### src/sv/sll_pkg.sv
// Shared types and constants for the sorted linked list insert block.
package sll_pkg;

   localparam int CAPACITY_DEF = 64;
   localparam int VALUE_W      = 32;
   localparam int MODE_W       = 2;
   localparam int STATUS_W     = 2;
   localparam int REQ_TDATA_W  = 40;
   localparam int RSP_TDATA_W  = 40;

   typedef enum logic [MODE_W-1:0] {
      MODE_APPEND   = 2'd0,
      MODE_INSERT   = 2'd1,
      MODE_TRAVERSE = 2'd2,
      MODE_CLEAR    = 2'd3
   } mode_type;

   typedef enum logic [STATUS_W-1:0] {
      STATUS_OK    = 2'd0,
      STATUS_FULL  = 2'd1,
      STATUS_EMPTY = 2'd2
   } status_type;

   typedef enum logic [2:0] {
      ST_IDLE,
      ST_INSERT,
      ST_LINK_NEW,
      ST_LINK_PREV,
      ST_TRAVERSE,
      ST_REPLY
   } state_type;

   typedef struct packed {
      logic rd_en;
      logic value_we;
      logic link_we;
   } mem_ctl_type;

endpackage

### src/sv/sorted_linked_list_insert.sv
// Top level: sorted linked list with append, sorted insert, traverse and clear.
//
// Requests arrive on req_ (mode and value); results leave on rsp_ with
// rsp_tlast set on the final result of each request. One request is worked
// on at a time; req_tready is high only while the sequencer is idle.
// Append, clear and rejected (full) requests give one result. Sorted insert
// walks the list one node per cycle through the store's read port. Traverse
// returns one value per cycle while rsp_tready lets the output register take
// it; an empty list gives one result with the empty status.
// Results go through one output register: when the receiver holds
// rsp_tready low the sequencer waits and the stores keep their read data.
// Reset empties the list at once (head, tail and count); the stores hold no
// reset value and are only read at entries already linked.
module sorted_linked_list_insert import sll_pkg::*; #(
   parameter int CAPACITY = CAPACITY_DEF
) (
   input  logic                   clock,
   input  logic                   reset,
   input  logic                   req_tvalid,
   output logic                   req_tready,
   input  logic [REQ_TDATA_W-1:0] req_tdata,  // mode[1:0], value[33:2], zero pad
   output logic                   rsp_tvalid,
   input  logic                   rsp_tready,
   output logic [RSP_TDATA_W-1:0] rsp_tdata,  // value_out[31:0], status[33:32], zero pad
   output logic                   rsp_tlast
);

   localparam int              IDX_W  = $clog2(CAPACITY + 1);
   localparam int              ADDR_W = $clog2(CAPACITY);
   localparam logic [IDX_W-1:0] END   = IDX_W'(CAPACITY);

   state_type          state_ff, state_in;
   logic [VALUE_W-1:0] value_ff, value_in;
   status_type         status_ff, status_in;
   logic [IDX_W-1:0]   head_ff, head_in;
   logic [IDX_W-1:0]   tail_ff, tail_in;
   logic [IDX_W-1:0]   count_ff, count_in;
   logic [IDX_W-1:0]   cur_ff, cur_in;
   logic [IDX_W-1:0]   prev_ff, prev_in;
   logic [IDX_W-1:0]   rem_ff, rem_in;

   logic               rsp_valid_ff, rsp_valid_in;
   logic [VALUE_W-1:0] rsp_value_ff, rsp_value_in;
   status_type         rsp_status_ff, rsp_status_in;
   logic               rsp_last_ff, rsp_last_in;
   logic               rsp_load;
   logic               out_free;

   mem_ctl_type        mem_ctl;
   logic [ADDR_W-1:0]  rd_addr;
   logic [ADDR_W-1:0]  wr_addr;
   logic [VALUE_W-1:0] wr_value;
   logic [IDX_W-1:0]   wr_link;
   logic [VALUE_W-1:0] rd_value;
   logic [IDX_W-1:0]   rd_link;

   logic               req_xfer;
   mode_type           req_mode;
   logic [VALUE_W-1:0] req_value;
   logic               trav_last;

   assign req_tready = (state_ff == ST_IDLE);
   assign req_xfer   = req_tvalid && req_tready;
   assign req_mode   = mode_type'(req_tdata[MODE_W-1:0]);
   assign req_value  = req_tdata[MODE_W +: VALUE_W];
   assign out_free   = !rsp_valid_ff || rsp_tready;
   assign trav_last  = (rem_ff == IDX_W'(1)) || (rd_link >= END);

   sll_mem #(.CAPACITY(CAPACITY)) u_mem (
      .clock    (clock),
      .ctl      (mem_ctl),
      .rd_addr  (rd_addr),
      .wr_addr  (wr_addr),
      .wr_value (wr_value),
      .wr_link  (wr_link),
      .rd_value (rd_value),
      .rd_link  (rd_link)
   );

   always_comb begin
      state_in      = state_ff;
      value_in      = value_ff;
      status_in     = status_ff;
      head_in       = head_ff;
      tail_in       = tail_ff;
      count_in      = count_ff;
      cur_in        = cur_ff;
      prev_in       = prev_ff;
      rem_in        = rem_ff;
      rsp_load      = 1'b0;
      rsp_value_in  = '0;
      rsp_status_in = STATUS_OK;
      rsp_last_in   = 1'b1;
      mem_ctl       = '0;
      rd_addr       = head_ff[ADDR_W-1:0];
      wr_addr       = count_ff[ADDR_W-1:0];
      wr_value      = value_ff;
      wr_link       = cur_ff;

      case (state_ff)
         ST_IDLE: begin
            if (req_xfer) begin
               value_in  = req_value;
               status_in = STATUS_OK;
               case (req_mode)
                  MODE_CLEAR: begin
                     head_in  = END;
                     tail_in  = END;
                     count_in = '0;
                     state_in = ST_REPLY;
                  end
                  MODE_TRAVERSE: begin
                     if (count_ff == '0) begin
                        status_in = STATUS_EMPTY;
                        state_in  = ST_REPLY;
                     end else begin
                        mem_ctl.rd_en = 1'b1;
                        rd_addr       = head_ff[ADDR_W-1:0];
                        rem_in        = count_ff;
                        state_in      = ST_TRAVERSE;
                     end
                  end
                  MODE_APPEND: begin
                     if (count_ff >= END) begin
                        status_in = STATUS_FULL;
                        state_in  = ST_REPLY;
                     end else begin
                        cur_in   = END;
                        prev_in  = (tail_ff < END && count_ff != '0) ? tail_ff : END;
                        state_in = ST_LINK_NEW;
                     end
                  end
                  MODE_INSERT: begin
                     if (count_ff >= END) begin
                        status_in = STATUS_FULL;
                        state_in  = ST_REPLY;
                     end else begin
                        prev_in = END;
                        if (head_ff >= END || count_ff == '0) begin
                           cur_in   = END;
                           state_in = ST_LINK_NEW;
                        end else begin
                           cur_in        = head_ff;
                           mem_ctl.rd_en = 1'b1;
                           rd_addr       = head_ff[ADDR_W-1:0];
                           state_in      = ST_INSERT;
                        end
                     end
                  end
                  default: begin
                     state_in = ST_IDLE;
                  end
               endcase
            end
         end
         ST_INSERT: begin
            // read data belongs to cur_ff
            if ($signed(rd_value) > $signed(value_ff)) begin
               state_in = ST_LINK_NEW;
            end else begin
               prev_in = cur_ff;
               if (rd_link >= END) begin
                  cur_in   = END;
                  state_in = ST_LINK_NEW;
               end else begin
                  cur_in        = rd_link;
                  mem_ctl.rd_en = 1'b1;
                  rd_addr       = rd_link[ADDR_W-1:0];
               end
            end
         end
         ST_LINK_NEW: begin
            mem_ctl.value_we = 1'b1;
            mem_ctl.link_we  = 1'b1;
            wr_addr          = count_ff[ADDR_W-1:0];
            wr_value         = value_ff;
            wr_link          = cur_ff;
            state_in         = ST_LINK_PREV;
         end
         ST_LINK_PREV: begin
            if (prev_ff >= END) begin
               head_in = count_ff;
            end else begin
               mem_ctl.link_we = 1'b1;
               wr_addr         = prev_ff[ADDR_W-1:0];
               wr_link         = count_ff;
            end
            if (cur_ff == END) begin
               tail_in = count_ff;
            end
            count_in = count_ff + IDX_W'(1);
            state_in = ST_REPLY;
         end
         ST_TRAVERSE: begin
            if (out_free) begin
               rsp_load      = 1'b1;
               rsp_value_in  = rd_value;
               rsp_status_in = STATUS_OK;
               rsp_last_in   = trav_last;
               if (trav_last) begin
                  state_in = ST_IDLE;
               end else begin
                  mem_ctl.rd_en = 1'b1;
                  rd_addr       = rd_link[ADDR_W-1:0];
                  rem_in        = rem_ff - IDX_W'(1);
               end
            end
         end
         ST_REPLY: begin
            if (out_free) begin
               rsp_load      = 1'b1;
               rsp_value_in  = '0;
               rsp_status_in = status_ff;
               rsp_last_in   = 1'b1;
               state_in      = ST_IDLE;
            end
         end
         default: begin
            state_in = ST_IDLE;
         end
      endcase
   end

   assign rsp_valid_in = rsp_load ? 1'b1 : (rsp_tready ? 1'b0 : rsp_valid_ff);

   always_ff @(posedge clock) begin
      if (reset) begin
         state_ff     <= ST_IDLE;
         head_ff      <= END;
         tail_ff      <= END;
         count_ff     <= '0;
         rsp_valid_ff <= 1'b0;
      end else begin
         state_ff     <= state_in;
         head_ff      <= head_in;
         tail_ff      <= tail_in;
         count_ff     <= count_in;
         rsp_valid_ff <= rsp_valid_in;
      end
   end

   always_ff @(posedge clock) begin
      value_ff  <= value_in;
      status_ff <= status_in;
      cur_ff    <= cur_in;
      prev_ff   <= prev_in;
      rem_ff    <= rem_in;
      if (rsp_load) begin
         rsp_value_ff  <= rsp_value_in;
         rsp_status_ff <= rsp_status_in;
         rsp_last_ff   <= rsp_last_in;
      end
   end

   assign rsp_tvalid = rsp_valid_ff;
   assign rsp_tlast  = rsp_last_ff;
   assign rsp_tdata  = {(RSP_TDATA_W - VALUE_W - STATUS_W)'(0), rsp_status_ff, rsp_value_ff};

   a_count_bound: assert property (@(posedge clock) disable iff (reset)
      count_ff <= END)
      else $error("entry count above capacity");

   a_head_empty: assert property (@(posedge clock) disable iff (reset)
      (count_ff == '0) == (head_ff >= END))
      else $error("head pointer disagrees with entry count");

   a_trav_rem: assert property (@(posedge clock) disable iff (reset)
      (state_ff == ST_TRAVERSE) |-> (rem_ff != '0))
      else $error("traverse running with nothing left");

   a_clear: assert property (@(posedge clock) disable iff (reset)
      (req_xfer && req_mode == MODE_CLEAR) |=> (count_ff == '0 && tail_ff == END))
      else $error("clear did not empty the list");

endmodule

### src/sv/sll_mem.sv
// Value and link stores: one write port, one registered read port.
module sll_mem import sll_pkg::*; #(
   parameter int CAPACITY = CAPACITY_DEF
) (
   input  logic                               clock,
   input  mem_ctl_type                        ctl,
   input  logic [$clog2(CAPACITY)-1:0]        rd_addr,
   input  logic [$clog2(CAPACITY)-1:0]        wr_addr,
   input  logic [VALUE_W-1:0]                 wr_value,
   input  logic [$clog2(CAPACITY+1)-1:0]      wr_link,
   output logic [VALUE_W-1:0]                 rd_value,
   output logic [$clog2(CAPACITY+1)-1:0]      rd_link
);

   localparam int IDX_W = $clog2(CAPACITY + 1);

   logic [VALUE_W-1:0] value_mem [CAPACITY];
   logic [IDX_W-1:0]   link_mem  [CAPACITY];
   logic [VALUE_W-1:0] rd_value_ff;
   logic [IDX_W-1:0]   rd_link_ff;

   always_ff @(posedge clock) begin
      if (ctl.value_we) begin
         value_mem[wr_addr] <= wr_value;
      end
      if (ctl.link_we) begin
         link_mem[wr_addr] <= wr_link;
      end
      if (ctl.rd_en) begin
         rd_value_ff <= value_mem[rd_addr];
         rd_link_ff  <= link_mem[rd_addr];
      end
   end

   assign rd_value = rd_value_ff;
   assign rd_link  = rd_link_ff;

endmodule
### config.mk
export PLATFORM = sky130hd
export DESIGN_NAME = sorted_linked_list_insert
export DESIGN_NICKNAME = d
export VERILOG_FILES = /design/src/sv/sll_pkg.sv /design/src/sv/sorted_linked_list_insert.sv /design/src/sv/sll_mem.sv
export SDC_FILE = /design/constraint.sdc
export NUM_CORES = 2
export LEC_CHECK = 0
export BUFFER_PORTS_ARGS = -buffer_cell sky130_fd_sc_hd__buf_2
export CAP_MARGIN = 10
export CORE_AREA = 2 2 481 483
export CTS_CLUSTER_SIZE = 28
export DETAILED_ROUTE_END_ITERATION = 8
export DIE_AREA = 0 0 483 485
export PLACE_DENSITY = 0.68
export SLEW_MARGIN = 15
export SYNTH_ARGS = -nofsm -noshare
export SYNTH_HDL_FRONTEND = slang
export SYNTH_HIERARCHICAL = 1
export SYNTH_SLANG_ARGS = --single-unit
### constraint.sdc
create_clock -name clock -period 6.2 [get_ports clock]
set_input_delay 0 -clock clock [delete_from_list [all_inputs] [get_ports clock]]
set_output_delay 0 -clock clock [all_outputs]
set_load 0.01 [all_outputs]
==> summary.md <==
| Metric | Value |
|---|---|
| Met2 Wirelength | `between 100000 and 150000 um` |
| Largest family of logic cells by synthesized area | `multiplexers` |
| IO Count | `87` |
| Vias in the first global route | `~50000` |
| Static leakage | `36.7 nW` |
| Synth Area per Inst | `22.3 um^2` |
| Top layer in use | `met5` |
| Hold crit path type | `in -> reg` |
| Max-cap violations | `0` |
| Placed cell area | `around 110000 um^2` |
| Via count | `slightly above 50000` |
| WL met3 | `just under 30000 um` |
| Period utilization | `0.943` |
| Post-synth top area share | `0.769` |
| Layout Area Growth over Synthesis | `15.0%` |
| Post-Route Setup TNS | `0 ns` |
| Fmax | `171 MHz` |
| Max_slew headroom | `0.206` |
| Layout fillers | `roughly 18000` |
| Crit start category | `flip-flop` |
| Die Area | `around 230000 um^2` |
| Status | `finished clean` |
| Core Region | `approximately 230000 um^2` |
| Worst clock skew | `about 0.073 ns` |
| Worst hold slack | `approximately 0.1 ns` |
| Largest net degree at the start of global routing | `between 60 and 70` |
| Final core utilization | `0.515` |
| Xor-xnor portion of the synthesized cell area | `0.000769` |
| First-pass GRT wire length | `roughly 380000 um` |
| Total CTS buffers | `roughly 280` |
| Largest cells by area after synthesis | `edfxtp_1, mux4_2, mux2_2, mux2i_1, nor2_1` |
| Unrepaired setup endpoints after global routing | `no` |
| Hpwl dp | `~160000 um` |
| Final Hold Fails | `0` |
| H-tree levels | `5` |
| Sink Count | `between 2000 and 3000` |
| Required time worst endpoint | `about 7 ns` |
| Drt wl/cell | `between 30 and 40 um` |
| Drt total wl | `272000 um` |
| DIE HEIGHT | `approximately 490 um` |
| Initial antenna violation count | `14` |
| Synth Instances | `approximately 4600` |
| Pwr dens | `388 nW/um^2` |
| Worst vdd ir | `between 300 and 400 uV` |
| DR vias/cell | `a little over 6` |
| Register bit total from synthesis | `between 2000 and 3000` |
| Sequential element share of the synthesized area | `0.774` |
| Initial DRC count | `about 7600` |
| Critical path type | `reg -> reg` |
| GR Overflow Total | `0` |
| Number of enable flip-flop cells after synthesis | `approximately 2600` |
| Yosys cell types | `~70` |
| Predominant post-synthesis flop cell | `edfxtp_1` |
| Post-layout min period | `between 5 and 6 ns` |
| Multi-input gate area | `roughly 22000 um^2` |
| Synth Area in Compound Gates | `0.0185` |
| Worst-Skew Late Latency | `a little over 0.9 ns` |
| Yosys Warn Count | `6` |
| Starting density of the core | `0.448` |
| Synth area leader | `edfxtp_1` |
| Slew at the pin closest to its max-slew limit | `between 1 and 1.5 ns` |
| Sequential Area | `between 70000 and 80000 um^2` |
| Remaining DRCs | `0` |
| Mux share of post-synthesis cell area | `0.167` |
| CTS tree | `built` |
| Router iterations before antenna repair | `6` |
| Clock buffer depth | `4` |
| Design area | `118000 um^2` |
| CTS root buffer | `clkbuf_16` |
| Asr flop ratio synth | `0` |
| CP max FO | `22` |
| Worst EP arrival | `6.64 ns` |
| Share of layout cells above drive strength 1 | `0.299` |
| RePlAce Congestion | `between 0.8 and 0.9` |
| Post-Synth Adder-Cell Area | `0.00500` |
| Reg clk slew, reported paths | `0.06 ns` |
| Post-DRT Antenna Nets | `0` |
| Worst R2R Setup Slack | `about 0.35 ns` |
| Slew Viols, Final | `0` |
| Total Routing Usage GR | `0.230` |
| Input/output buffers | `74` |
| FP Rows | `around 180` |
| Area of the mapped netlist | `just over 100000 um^2` |
| CP Capture Type | `flip-flop` |
| Post-synthesis simple-gate area fraction | `0.0210` |
| Final setup viols | `0` |
| M1 WL | `around 100000 um` |
| Chip width | `between 400 and 500 um` |
| Nets | `slightly above 5000` |
-- synthesized netlist by cell type (5+ instances only) --
cell      count
a21oi_1      45
a22o_1       54
a22oi_1      33
and2_1       34
and3_1       11
buf_1        18
buf_2        65
buf_4        40
buf_6        18
clkbuf_1     98
dfxtp_1      25
edfxtp_1   2625
ha_1         41
inv_1        45
mux2_2      140
mux2i_1     142
mux4_2      626
nand2_1      62
nand2b_1      6
nand3_1      27
nand3b_1      8
nand4_1      20
nor2_1      188
nor2b_1       9
nor3_1        6
nor4_1       11
o21ai_0      22
o221a_2       7
o22a_1       10
o22ai_1      73
or3_1         5
or4_1        21
xor2_1        6
-- final timing paths --
kind / from / to / depth (start not counted)
max: u_mem/rd_value[31] / u_mem/rd_value[26] / 14
min reg2reg: head_ff[3] / head_ff[3] / 2
max reg2reg: u_mem/rd_value[31] / u_mem/rd_value[26] / 14
min: req_tvalid / state_ff[2] / 4
-- repair_timing --
| item | in CTS | in global routing |
|---|---|---|
| resized for setup | 0 | 0 |
| endpoints found under the hold margin | 102 | 0 |
| buffers inserted | 0 | 0 |
| hold buffers | 73 | 0 |
-- critical path, cell delays in order, from the launching register on --
cell	delay [ns]
edfxtp_1	0.54
ha_1	0.56
nand4_2	0.23
nor4_4	0.40
buf_4	0.21
o311a_1	0.22
nor4b_4	0.07
nor3_4	0.40
buf_4	0.25
mux2_2	0.49
buf_4	0.29
nand3b_1	0.46
o22ai_1	0.22
nor4_1	0.99
o221a_2	0.34
-- final cells by class --
class | count | area share
Inverter | 48 | 0.00160
Multi-Input combinational cell | 1663 | 0.190
Sequential cell | 2650 | 0.673
Antenna cell | 7 | 0.000149
Clock buffer | 358 | 0.0640
Tap cell | 3026 | 0.0321
Clock inverter | 124 | 0.00885
Timing Repair Buffer | 423 | 0.0312
-- state kept, by name, indices dropped and copies added, names as in the netlist --
name / flops
rsp_status_ff: 2
head_ff: 7
rsp_tvalid: 1
u_mem/rd_link: 7
cur_ff: 7
count_ff: 7
rsp_tlast: 1
u_mem/link_mem: 448
u_mem/rd_value: 32
prev_ff: 7
rem_ff: 7
tail_ff: 7
u_mem/value_mem: 2048
status_ff: 2
value_ff: 32
rsp_value_ff: 32
state_ff: 3
-- layer usage --
metal / vias up / track usage
met5: - / 0
met4: 14 / 0.0870
met2: 2995 / 0.360
li1: 20304 / -
met1: 27090 / 0.318
met3: 472 / 0.0512
-- power breakdown --
| group | internal, mW | switching, mW |
|---|---|---|
| clock network | 9.28 | 6.67 |
| logic | 3.06 | 5.13 |
| registers | 21.3 | 0.333 |
-- stage by stage --
step	power [mW]	std cells	worst slack, ns
6_report	45.7	8299	0.354
5_1_grt	47.0	8294	0.215
4_1_cts	45.9	8292	0.473
3_5_place_dp	30.1	7737	0.492
3_3_place_gp	29.9	7737	0.637
2_1_floorplan	26.7	4601	0.974
-- cells by family after synthesis --
| group | after synthesis |
|---|---|
| other cells | 1 |
| compound gates | 271 |
| flops | 2650 |
| simple gates | 428 |
| xor+xnor | 9 |
| buf+inv | 288 |
| fa+ha+maj | 41 |
| mux | 908 |
-- cells in the final DEF, fill, tap and decap left out, types with 17 or more instances in the layout --
cell type	synthesis	routed
nand4_1	20	20
nor2_4	0	65
mux4_2	626	626
dlygate4sd3_1	0	73
or4_1	21	21
clkbuf_1	98	66
ha_1	41	41
buf_2	65	74
o22ai_1	73	73
a22oi_1	33	33
a21oi_1	45	45
mux2i_1	142	142
nand3_1	27	26
clkinv_1	1	60
clkinv_2	1	30
nor2_1	188	117
and2_1	34	34
edfxtp_1	2625	2625
buf_12	0	40
bufinv_16	0	17
a22o_1	54	54
buf_4	40	236
dfxtp_1	25	25
inv_1	45	44
mux2_2	140	136
nand2_1	62	61
o21ai_0	22	20
clkbuf_16	0	291
Power figures use the tool's default switching activity.
